### config.mk
export PLATFORM = sky130hd
export DESIGN_NAME = block_min_offset_quantizer_unit
export DESIGN_NICKNAME = d
export VERILOG_FILES = /design/src/rtl/core/bmoq_pkg.sv /design/src/rtl/core/block_min_offset_quantizer_unit.sv /design/src/rtl/core/bmoq_ctrl.sv /design/src/rtl/core/bmoq_datapath.sv
export SDC_FILE = /design/constraint.sdc
export NUM_CORES = 2
export LEC_CHECK = 0
export ABC_AREA = 0
export BUFFER_PORTS_ARGS = -buffer_cell sky130_fd_sc_hd__buf_2
export CAP_MARGIN = 10
export CORE_MARGIN = 4
export CORE_UTILIZATION = 45
export DETAILED_ROUTE_END_ITERATION = 6
export GPL_TIMING_DRIVEN = 0
export PLACE_DENSITY = 0.67
export SLEW_MARGIN = 20
export SYNTH_ARGS = -nofsm -noshare
export SYNTH_HDL_FRONTEND = slang
export SYNTH_SLANG_ARGS = --single-unit
### constraint.sdc
create_clock -name clk_i -period 8.15 [get_ports clk_i]
set_clock_uncertainty 0.15 [all_clocks]
set_input_delay 0.815 -clock clk_i [delete_from_list [all_inputs] [get_ports clk_i]]
set_output_delay 0.815 -clock clk_i [all_outputs]
set_load 0.01 [all_outputs]
### src/rtl/core/bmoq_pkg.sv
// Shared types and constants of the block minimum-offset quantizer.
// Holds the controller/datapath command and status structs and the field widths.
// No dependencies.
package bmoq_pkg;

  // Default sizing, handed down through the top-level parameters
  localparam int unsigned MaxSetsDef    = 32;
  localparam int unsigned SampleBitsDef = 20;

  // Fixed field widths
  localparam int unsigned CodeW     = 16;  // width of one coded axis offset
  localparam int unsigned DropW     = 5;   // width of one axis right shift
  localparam int unsigned CfgW      = 5;   // width of the code_bits register
  localparam int unsigned CodeLimit = 16;  // largest legal code_bits value
  localparam int unsigned CodeBitsRst = 16;

  // Configuration register map (word index)
  localparam logic CfgIdxCodeBits = 1'b0;

  // Controller to datapath
  typedef struct packed {
    logic load;        // capture the word on the input side
    logic calc_range;  // register max minus min of each axis
    logic calc_drop;   // register the right shift of each axis, rewind readout
    logic emit;        // stream stored sets out
  } bmoq_cmd_t;

  // Datapath to controller
  typedef struct packed {
    logic load_last;   // the word being loaded closes the block
    logic emit_done;   // every stored set has been read and handed on
  } bmoq_sts_t;

endpackage

### src/rtl/core/block_min_offset_quantizer_unit.sv
// Top level of the block minimum-offset quantizer: stream ports, APB register.
// Instantiates bmoq_ctrl and bmoq_datapath; depends on bmoq_pkg.
//
// The unit loads a block of three-axis signed sample sets, one word per cycle,
// into an internal store of MAX_SETS entries while tracking each axis minimum
// and maximum. The word with tlast set, or the word that fills the store, closes
// the block; the input then stays stalled (s_tready low) for the whole readout.
// After the closing word, the range step registers max minus min per axis and
// the shift step turns the bit length of that range into a right shift of
// max(0, length minus code_bits). The stored sets are then read from the store
// in arrival order, one per cycle while the master side keeps tready high,
// each result leaving through the store's registered read port and the output
// register; the store's single read port sets the one-result-per-cycle
// readout. Every result word carries the three offsets from the axis minimums,
// shifted, plus the minimums and the shifts; tlast marks the result of the
// block's last set. code_bits sits at byte address 0 of the APB port, is clamped
// to 1..16 on write and resets to 16; write it only while the unit is idle.
module block_min_offset_quantizer_unit
  import bmoq_pkg::*;
#(
  parameter int unsigned MAX_SETS    = MaxSetsDef,
  parameter int unsigned SAMPLE_BITS = SampleBitsDef,
  localparam int unsigned InW  = 3 * SAMPLE_BITS,
  localparam int unsigned InTW = ((InW + 7) / 8) * 8,
  localparam int unsigned OutW = 3 * CodeW + 3 * SAMPLE_BITS + 3 * DropW,
  localparam int unsigned OutTW = ((OutW + 7) / 8) * 8
) (
  input  logic             clk_i,
  input  logic             rst_ni,
  // Input stream
  input  logic             s_tvalid,
  output logic             s_tready,
  input  logic [InTW-1:0]  s_tdata,   // x_sample, y_sample, z_sample, zero fill
  input  logic             s_tlast,   // block_end
  // Result stream
  output logic             m_tvalid,
  input  logic             m_tready,
  output logic [OutTW-1:0] m_tdata,   // x_code, y_code, z_code, x_floor, y_floor,
                                      // z_floor, x_drop, y_drop, z_drop, zero fill
  output logic             m_tlast,   // final_code
  // APB register port
  input  logic             psel,
  input  logic             penable,
  input  logic             pwrite,
  input  logic [2:0]       paddr,
  input  logic [31:0]      pwdata,
  output logic [31:0]      prdata,
  output logic             pready
);

  localparam int unsigned SB = SAMPLE_BITS;

  logic [CfgW-1:0] code_bits_q, code_bits_d;
  logic [CfgW-1:0] wr_val;
  logic            cfg_wr;

  bmoq_cmd_t cmd;
  bmoq_sts_t sts;

  logic [CodeW-1:0]     x_code, y_code, z_code;
  logic signed [SB-1:0] x_floor, y_floor, z_floor;
  logic [DropW-1:0]     x_drop, y_drop, z_drop;

  // Configuration register: take the low bits, clamp to 1..16
  assign pready = 1'b1;
  assign cfg_wr = psel && penable && pwrite && pready && (paddr[2] == CfgIdxCodeBits);
  assign wr_val = pwdata[CfgW-1:0];

  always_comb begin
    code_bits_d = code_bits_q;
    if (cfg_wr) begin
      if (wr_val == '0) begin
        code_bits_d = CfgW'(1);
      end else if (wr_val > CfgW'(CodeLimit)) begin
        code_bits_d = CfgW'(CodeLimit);
      end else begin
        code_bits_d = wr_val;
      end
    end
  end

  always_ff @(posedge clk_i or negedge rst_ni) begin
    if (!rst_ni) begin
      code_bits_q <= CfgW'(CodeBitsRst);
    end else begin
      code_bits_q <= code_bits_d;
    end
  end

  assign prdata = (paddr[2] == CfgIdxCodeBits) ? 32'(code_bits_q) : '0;

  bmoq_ctrl u_ctrl (
    .clk_i      (clk_i),
    .rst_ni     (rst_ni),
    .in_valid_i (s_tvalid),
    .in_ready_o (s_tready),
    .sts_i      (sts),
    .cmd_o      (cmd)
  );

  bmoq_datapath #(
    .MAX_SETS    (MAX_SETS),
    .SAMPLE_BITS (SAMPLE_BITS)
  ) u_datapath (
    .clk_i        (clk_i),
    .rst_ni       (rst_ni),
    .cmd_i        (cmd),
    .sts_o        (sts),
    .code_bits_i  (code_bits_q),
    .x_sample_i   (s_tdata[SB-1:0]),
    .y_sample_i   (s_tdata[2*SB-1:SB]),
    .z_sample_i   (s_tdata[3*SB-1:2*SB]),
    .block_end_i  (s_tlast),
    .out_ready_i  (m_tready),
    .out_valid_o  (m_tvalid),
    .x_code_o     (x_code),
    .y_code_o     (y_code),
    .z_code_o     (z_code),
    .x_floor_o    (x_floor),
    .y_floor_o    (y_floor),
    .z_floor_o    (z_floor),
    .x_drop_o     (x_drop),
    .y_drop_o     (y_drop),
    .z_drop_o     (z_drop),
    .final_code_o (m_tlast)
  );

  // Pack the result word, first field in the low bits
  assign m_tdata = OutTW'({z_drop, y_drop, x_drop, z_floor, y_floor, x_floor,
                           z_code, y_code, x_code});

  // Only one phase of the sequence is active at a time
  a_cmd_onehot: assert property (@(posedge clk_i) disable iff (!rst_ni)
    $onehot0(cmd))
    else $error("controller raised more than one command");

  // A closing word stalls the input for the readout
  a_last_stalls: assert property (@(posedge clk_i) disable iff (!rst_ni)
    (s_tvalid && s_tready && s_tlast) |=> !s_tready)
    else $error("input still open after the closing word");

  // The register never leaves its legal range
  a_code_bits_range: assert property (@(posedge clk_i) disable iff (!rst_ni)
    (code_bits_q >= CfgW'(1)) && (code_bits_q <= CfgW'(CodeLimit)))
    else $error("code_bits outside 1..16");

  // A shift never exceeds what the sample width allows
  a_drop_bound: assert property (@(posedge clk_i) disable iff (!rst_ni)
    m_tvalid |-> (x_drop < DropW'(SB)) && (y_drop < DropW'(SB)) && (z_drop < DropW'(SB)))
    else $error("axis shift out of range");

endmodule

### src/rtl/core/bmoq_ctrl.sv
// Sequencer of the block minimum-offset quantizer: load, range, shift, emit.
// Depends on bmoq_pkg.
module bmoq_ctrl
  import bmoq_pkg::*;
(
  input  logic      clk_i,
  input  logic      rst_ni,
  input  logic      in_valid_i,
  output logic      in_ready_o,
  input  bmoq_sts_t sts_i,
  output bmoq_cmd_t cmd_o
);

  localparam logic [1:0] StLoad  = 2'd0;
  localparam logic [1:0] StRange = 2'd1;
  localparam logic [1:0] StDrop  = 2'd2;
  localparam logic [1:0] StEmit  = 2'd3;

  logic [1:0] state_q, state_d;

  always_comb begin
    state_d = state_q;
    cmd_o   = '0;
    case (state_q)
      StLoad: begin
        cmd_o.load = in_valid_i;
        if (in_valid_i && sts_i.load_last) state_d = StRange;
      end
      StRange: begin
        cmd_o.calc_range = 1'b1;
        state_d          = StDrop;
      end
      StDrop: begin
        cmd_o.calc_drop = 1'b1;
        state_d         = StEmit;
      end
      StEmit: begin
        cmd_o.emit = 1'b1;
        if (sts_i.emit_done) state_d = StLoad;
      end
      default: state_d = StLoad;
    endcase
  end

  assign in_ready_o = (state_q == StLoad);

  always_ff @(posedge clk_i or negedge rst_ni) begin
    if (!rst_ni) begin
      state_q <= StLoad;
    end else begin
      state_q <= state_d;
    end
  end

endmodule

### src/rtl/core/bmoq_datapath.sv
// Datapath of the block minimum-offset quantizer: sample store, min/max
// tracking, range and shift registers, readout pipeline and output register.
// Depends on bmoq_pkg.
module bmoq_datapath
  import bmoq_pkg::*;
#(
  parameter int unsigned MAX_SETS    = MaxSetsDef,
  parameter int unsigned SAMPLE_BITS = SampleBitsDef
) (
  input  logic                          clk_i,
  input  logic                          rst_ni,
  input  bmoq_cmd_t                     cmd_i,
  output bmoq_sts_t                     sts_o,
  input  logic [CfgW-1:0]               code_bits_i,
  input  logic signed [SAMPLE_BITS-1:0] x_sample_i,
  input  logic signed [SAMPLE_BITS-1:0] y_sample_i,
  input  logic signed [SAMPLE_BITS-1:0] z_sample_i,
  input  logic                          block_end_i,
  input  logic                          out_ready_i,
  output logic                          out_valid_o,
  output logic [CodeW-1:0]              x_code_o,
  output logic [CodeW-1:0]              y_code_o,
  output logic [CodeW-1:0]              z_code_o,
  output logic signed [SAMPLE_BITS-1:0] x_floor_o,
  output logic signed [SAMPLE_BITS-1:0] y_floor_o,
  output logic signed [SAMPLE_BITS-1:0] z_floor_o,
  output logic [DropW-1:0]              x_drop_o,
  output logic [DropW-1:0]              y_drop_o,
  output logic [DropW-1:0]              z_drop_o,
  output logic                          final_code_o
);

  localparam int unsigned SB  = SAMPLE_BITS;
  localparam int unsigned AW  = (MAX_SETS > 1) ? $clog2(MAX_SETS) : 1;
  localparam int unsigned FCW = $clog2(MAX_SETS + 1);
  localparam int unsigned BLW = $clog2(SB + 1);
  localparam int unsigned CMW = (BLW > CfgW) ? BLW : CfgW;
  localparam int unsigned DW  = (SB > CodeW) ? SB : CodeW;

  logic [3*SB-1:0] mem [MAX_SETS];

  logic [FCW-1:0]       fill_q;
  logic [FCW-1:0]       emit_cnt_q;
  logic signed [SB-1:0] min_q [3];
  logic signed [SB-1:0] max_q [3];
  logic [SB-1:0]        range_q [3];
  logic [DropW-1:0]     drop_q [3];

  logic            rd_valid_q;
  logic            rd_last_q;
  logic [3*SB-1:0] rd_data_q;

  logic                 out_valid_q;
  logic                 out_last_q;
  logic [CodeW-1:0]     out_code_q [3];
  logic signed [SB-1:0] out_floor_q [3];
  logic [DropW-1:0]     out_drop_q [3];

  logic signed [SB-1:0] smp [3];
  logic [FCW-1:0]       fill_inc;
  logic                 out_free;
  logic                 issue;
  logic                 advance;
  logic [BLW-1:0]       blen [3];
  logic [CMW-1:0]       blen_e [3];
  logic [CMW-1:0]       cb_e;
  logic [CodeW-1:0]     code [3];
  logic [SB-1:0]        diff [3];
  logic [DW-1:0]        diff_e [3];
  logic [DW-1:0]        shifted [3];

  assign smp[0]   = x_sample_i;
  assign smp[1]   = y_sample_i;
  assign smp[2]   = z_sample_i;
  assign fill_inc = fill_q + FCW'(1);

  // A set that fills the store closes the block
  assign sts_o.load_last = block_end_i || (fill_inc == FCW'(MAX_SETS));
  assign sts_o.emit_done = (emit_cnt_q == fill_q) && !rd_valid_q;

  assign out_free = !out_valid_q || out_ready_i;
  assign advance  = rd_valid_q && out_free;
  assign issue    = cmd_i.emit && (emit_cnt_q != fill_q) && (!rd_valid_q || out_free);

  // Bit length of each range
  always_comb begin
    cb_e = CMW'(code_bits_i);
    for (int a = 0; a < 3; a++) begin
      blen[a] = '0;
      for (int i = 0; i < SB; i++) begin
        if (range_q[a][i]) blen[a] = BLW'(i + 1);
      end
      blen_e[a] = CMW'(blen[a]);
    end
  end

  // Offset from the axis minimum, shifted and cut to the code width
  always_comb begin
    for (int a = 0; a < 3; a++) begin
      diff[a]    = rd_data_q[a*SB +: SB] - min_q[a];
      diff_e[a]  = DW'(diff[a]);
      shifted[a] = diff_e[a] >> drop_q[a];
      code[a]    = shifted[a][CodeW-1:0];
    end
  end

  // Sample store
  always_ff @(posedge clk_i) begin
    if (cmd_i.load) begin
      mem[fill_q[AW-1:0]] <= {z_sample_i, y_sample_i, x_sample_i};
    end
  end

  always_ff @(posedge clk_i) begin
    if (issue) begin
      rd_data_q <= mem[emit_cnt_q[AW-1:0]];
      rd_last_q <= (emit_cnt_q + FCW'(1) == fill_q);
    end
  end

  // Per-block arithmetic registers
  always_ff @(posedge clk_i) begin
    for (int a = 0; a < 3; a++) begin
      if (cmd_i.load) begin
        if (fill_q == '0) begin
          min_q[a] <= smp[a];
          max_q[a] <= smp[a];
        end else begin
          if (smp[a] < min_q[a]) min_q[a] <= smp[a];
          if (smp[a] > max_q[a]) max_q[a] <= smp[a];
        end
      end
      if (cmd_i.calc_range) range_q[a] <= SB'(max_q[a] - min_q[a]);
      if (cmd_i.calc_drop) begin
        drop_q[a] <= (blen_e[a] > cb_e) ? DropW'(blen_e[a] - cb_e) : '0;
      end
    end
  end

  // Output register payload
  always_ff @(posedge clk_i) begin
    if (advance) begin
      out_last_q <= rd_last_q;
      for (int a = 0; a < 3; a++) begin
        out_code_q[a]  <= code[a];
        out_floor_q[a] <= min_q[a];
        out_drop_q[a]  <= drop_q[a];
      end
    end
  end

  always_ff @(posedge clk_i or negedge rst_ni) begin
    if (!rst_ni) begin
      fill_q      <= '0;
      emit_cnt_q  <= '0;
      rd_valid_q  <= 1'b0;
      out_valid_q <= 1'b0;
    end else begin
      if (cmd_i.load) begin
        fill_q <= fill_inc;
      end else if (cmd_i.emit && sts_o.emit_done) begin
        fill_q <= '0;
      end
      if (cmd_i.calc_drop) begin
        emit_cnt_q <= '0;
      end else if (issue) begin
        emit_cnt_q <= emit_cnt_q + FCW'(1);
      end
      if (issue) begin
        rd_valid_q <= 1'b1;
      end else if (out_free) begin
        rd_valid_q <= 1'b0;
      end
      if (advance) begin
        out_valid_q <= 1'b1;
      end else if (out_ready_i) begin
        out_valid_q <= 1'b0;
      end
    end
  end

  assign out_valid_o  = out_valid_q;
  assign final_code_o = out_last_q;
  assign x_code_o     = out_code_q[0];
  assign y_code_o     = out_code_q[1];
  assign z_code_o     = out_code_q[2];
  assign x_floor_o    = out_floor_q[0];
  assign y_floor_o    = out_floor_q[1];
  assign z_floor_o    = out_floor_q[2];
  assign x_drop_o     = out_drop_q[0];
  assign y_drop_o     = out_drop_q[1];
  assign z_drop_o     = out_drop_q[2];

endmodule
==> reports/results.tsv <==
stage	metric	value	unit
outcome	status	finished clean	
logic_synthesis	register bit total from synthesis	2321	
detailed_routing	# DRC	0	
cts	Root Buffer	clkbuf_16	
detailed_routing	DRT iter0 DRCs	5886	
detailed_routing	Via Count	52000	
logic_synthesis	Post-Synth XOR/XNOR Area	1.07	%
setup_path	CP Class	reg2reg	
detailed_routing	Vias/cell	5.95	
final_layout	share of layout cells above drive strength 1	26.4	%
power	PwrDens	315	mW/mm²
detailed_routing	DRT Pass-1 Iters	7	
floorplanning	total I/O pin count	271	
placed_design	routability cong.	0.866	
setup_path	reg2reg path depth	8	
final_layout	Layout Utilization	52.6	%
setup_path	Top cell by count, worst path	clkbuf_1	
setup_path	crit path cell chain	clkbuf_1 -> clkbuf_2 -> clkbuf_1 -> nand3_1 -> or2_2 -> o211ai_1 -> a31oi_1 -> nor4_1	
placed_design	post-DP HPWL	173000	µm
setup_path	critical path launch point type	flip-flop	
cts	clk sinks	2321	
floorplanning	Rows	171	
setup_path	crit end category	flip-flop	
logic_synthesis	top post-synthesis cells by count	2300 x edfxtp_1, 612 x mux4_2, 255 x ha_1	
timing	Least-Margin Pin Slew	1.20	ns
logic_synthesis	Synth Flop Type	edfxtp_1	
setup_path	WP depth	8	
setup_path	CP max stage cell	nor4_1	
cts	Post-CTS Hold Fix Bufs	2	
floorplanning	Initial Util	45.2	%
cts	clk_lat worst skew	0.89	ns
cts	CTS tree	yes	
global_routing	GRT Resource Usage Total	22.4	%
logic_synthesis	leading area contributor after synthesis	edfxtp_1	
detailed_routing	DRT antenna net count	0	
timing	endpoints failing hold	0	
global_routing	GRT Residual Overflow	0	
detailed_routing	Avg WL per Cell	28.8	µm
power	clock share of power	29.3	%
setup_path	Critical Path RT	8.48	ns
global_routing	first-pass GRT wire length	366000	µm
power	combinational power share	29.8	%
cts	CTS Buf Count	221	
timing	fin crit share	57.5	%
logic_synthesis	Synth Area in Adders	3.44	%
cts	Worst-path clk slew	0.07	ns
setup_path	FF-to-FF Start	u_datapath.emit_cnt_q[1]	
setup_path	Worst Setup SP	u_datapath.emit_cnt_q[1]	
setup_path	FF-to-FF End	u_datapath.rd_last_q	
job	max cap viols	0	
power	sequential power share	40.8	%
logic_synthesis	synthesized area	0.0980	mm²
logic_synthesis	EDFF count, synth	2300	
cts	post_cts resized	0	
placed_design	Area after DPL	0.106	mm²
logic_synthesis	most frequent cell after synthesis	edfxtp_1	
floorplanning	Die Y-Extent	475	µm
setup_path	Worst Path Arrival	5.02	ns
logic_synthesis	top-area cell type share of the netlist area	70.5	%
setup_path	r2r setup slk	3.46	ns
setup_path	crit path max fanout	10	
timing	Slew HR	19.0	%
final_layout	Layout area overhead	16.4	%
final_layout	fin area	0.114	mm²
detailed_routing	Routed WL	252000	µm
global_routing	number of global-route vias before repair	52700	
timing	RSZ-0062 raised after global routing	false	
placed_design	DP Worst Slack	3.44	ns
power	total power	0.0359	W
setup_path	Bufs and invs on worst path	3	
setup_path	end of the critical path	u_datapath.rd_last_q	
setup_path	Largest stage delay, worst path	0.94	ns
floorplanning	die area	0.225	mm²
logic_synthesis	syn avg cell area	19.3	µm²
logic_synthesis	synth unique cells	95	
final_layout	nets@finish	6064	
min_path	Hold WC Path Type	in2reg	
global_routing	initial antenna violation count	21	
logic_synthesis	main combinational cell family by area after synthesis	multiplexers	
logic_synthesis	Synth Instances	5088	
logic_synthesis	yosys warns	0	
logic_synthesis	Synth Area in Compound Gates	4.31	%
logic_synthesis	Post-Synth Simple-Gate Area	3.06	%
power	switching part of the total	30.9	%
power	Int Power	0.0248	W
logic_synthesis	Async S/R FF share, synth	0.905	%
logic_synthesis	main area contributors after synthesis	edfxtp_1 70%, mux4_2 14%, ha_1 3.3%	
cts	Post-CTS Setup Inserts	0	
timing	fin crit period	4.69	ns
timing	f_max	213	MHz
timing	final worst slack	3.46	ns
power	Static Leak	37.4	nW
floorplanning	core area	0.217	mm²
timing	Max Slew Vio Count	0	
placed_design	IO buf count	204	
power	Psw	0.0111	W
floorplanning	Die X	475	µm
timing	# setup viols final	0	
cts	CTS Buffer Depth	3	
setup_path	CP top delay family	buffers and inverters	
logic_synthesis	register area share after synthesis	71.0	%
power	maximum VDD drop	261	µV
global_routing	largest net degree at the start of global routing	44	
logic_synthesis	multiplexer area fraction after synthesis	15.3	%
cts	H-tree depth	4	
-- flip-flops by register name, summed over array words and instances, names as in the netlist, 2 cells and up --
name,count
code_bits_q,5
u_datapath.out_code_q,48
u_datapath.drop_q,15
u_datapath.range_q,60
u_datapath.rd_data_q,60
u_ctrl.state_q,2
u_datapath.out_drop_q,15
u_datapath.emit_cnt_q,6
u_datapath.fill_q,6
u_datapath.mem,1920
u_datapath.min_q,60
u_datapath.max_q,60
u_datapath.out_floor_q,60
-- power by group through the flow --
stage                     Combinational (W)  Clock (W)  Sequential, W
after floorplan                     0.00719          0         0.0148
after global placement               0.0101          0         0.0150
after detailed placement             0.0106          0         0.0149
after CTS                            0.0107     0.0107         0.0147
after global routing                 0.0115     0.0112         0.0147
final                                0.0107     0.0105         0.0147
-- worst min path at each step --
| stage | from | end | slack, ns | depth (start not counted) |
|---|---|---|---|---|
| 6_report | pwdata[1] | code_bits_q[1] | 0.07 | 3 |
| 4_1_cts | pwdata[1] | code_bits_q[1] | 0.009 | 3 |
| 3_3_place_gp | u_datapath.rd_last_q | u_datapath.final_code_o | 0.26 | 0 |
| 5_1_grt | pwdata[1] | code_bits_q[1] | 0.04 | 3 |
| 3_5_place_dp | u_datapath.min_q[2][14] | u_datapath.out_floor_q[0][54] | 0.28 | 0 |
| 2_1_floorplan | u_datapath.rd_last_q | u_datapath.final_code_o | 0.25 | 0 |
-- layout by cell type, fill, tap and decap left out, types with 20 or more instances in the layout --
master        n
nand2b_1     31
dfrtp_1      20
buf_16       79
nor3_1       73
buf_2       214
bufinv_16    31
a211oi_1     38
inv_1       191
buf_4        33
ha_1        253
nor2b_1      34
clkbuf_16   222
xnor2_1      81
nor2_4       32
buf_1        23
nand3_1      32
clkbuf_2     42
o21a_1       43
o21ai_0      77
clkinv_2     52
nand4_1      20
buf_12       57
mux4_2      612
nor2_1      184
mux2i_1      39
o21bai_1     22
nand2_1     124
xor2_1       39
a21oi_1     142
conb_1       33
clkinv_1     43
o31ai_1      23
clkbuf_1    157
mux2_2       74
a21o_1       59
edfxtp_1   2300
-- kinds of logic after synthesis --
kind of cell	count (synthesis)
flops	2321
mux	725
simple gates	627
compound gates	602
buf+inv	427
fa+ha+maj	264
xor+xnor	120
other cells	2
-- routing by layer --
| metal | track usage [%] | up-vias | part of all wire (%) |
|---|---|---|---|
| li1 | - | 22100 | - |
| met1 | 29.5 | 27200 | 39 |
| met2 | 37.4 | 2291 | 50 |
| met3 | 3.89 | 473 | 7.6 |
| met4 | 8.45 | 20 | 3.9 |
| met5 | 0 | - | 0.047 |
-- cell type report --
type                    instances  area [µm²]
inverters                     196         736
diodes                          7        17.5
clock inverters               155        1780
flip-flops and latches       2321       69600
repair buffers                351        4480
clock buffers                 257        5700
plain buffers                 231        1060
well taps                    2854        3570
fillers                     16700      103000
multi-input cells            2371       27100
-- through the flow --
| step | hold WS (ns) | setup TNS (ns) | instances |
|---|---|---|---|
| floorplan | 0.250 | 0 | 5119 |
| global placement | 0.261 | -2565.72 | 8177 |
| detailed placement | 0.284 | 0 | 8322 |
| CTS | 0.00902 | 0 | 8736 |
| global route | 0.0373 | 0 | 8738 |
| finish | 0.0748 | 0 | 8743 |
-- tightest hold or removal path, stage by stage --
cell      delay (ns)
buf_2           0.11
nand2b_1        0.06
o21ai_0         0.06
Power figures use the tool's default switching activity.
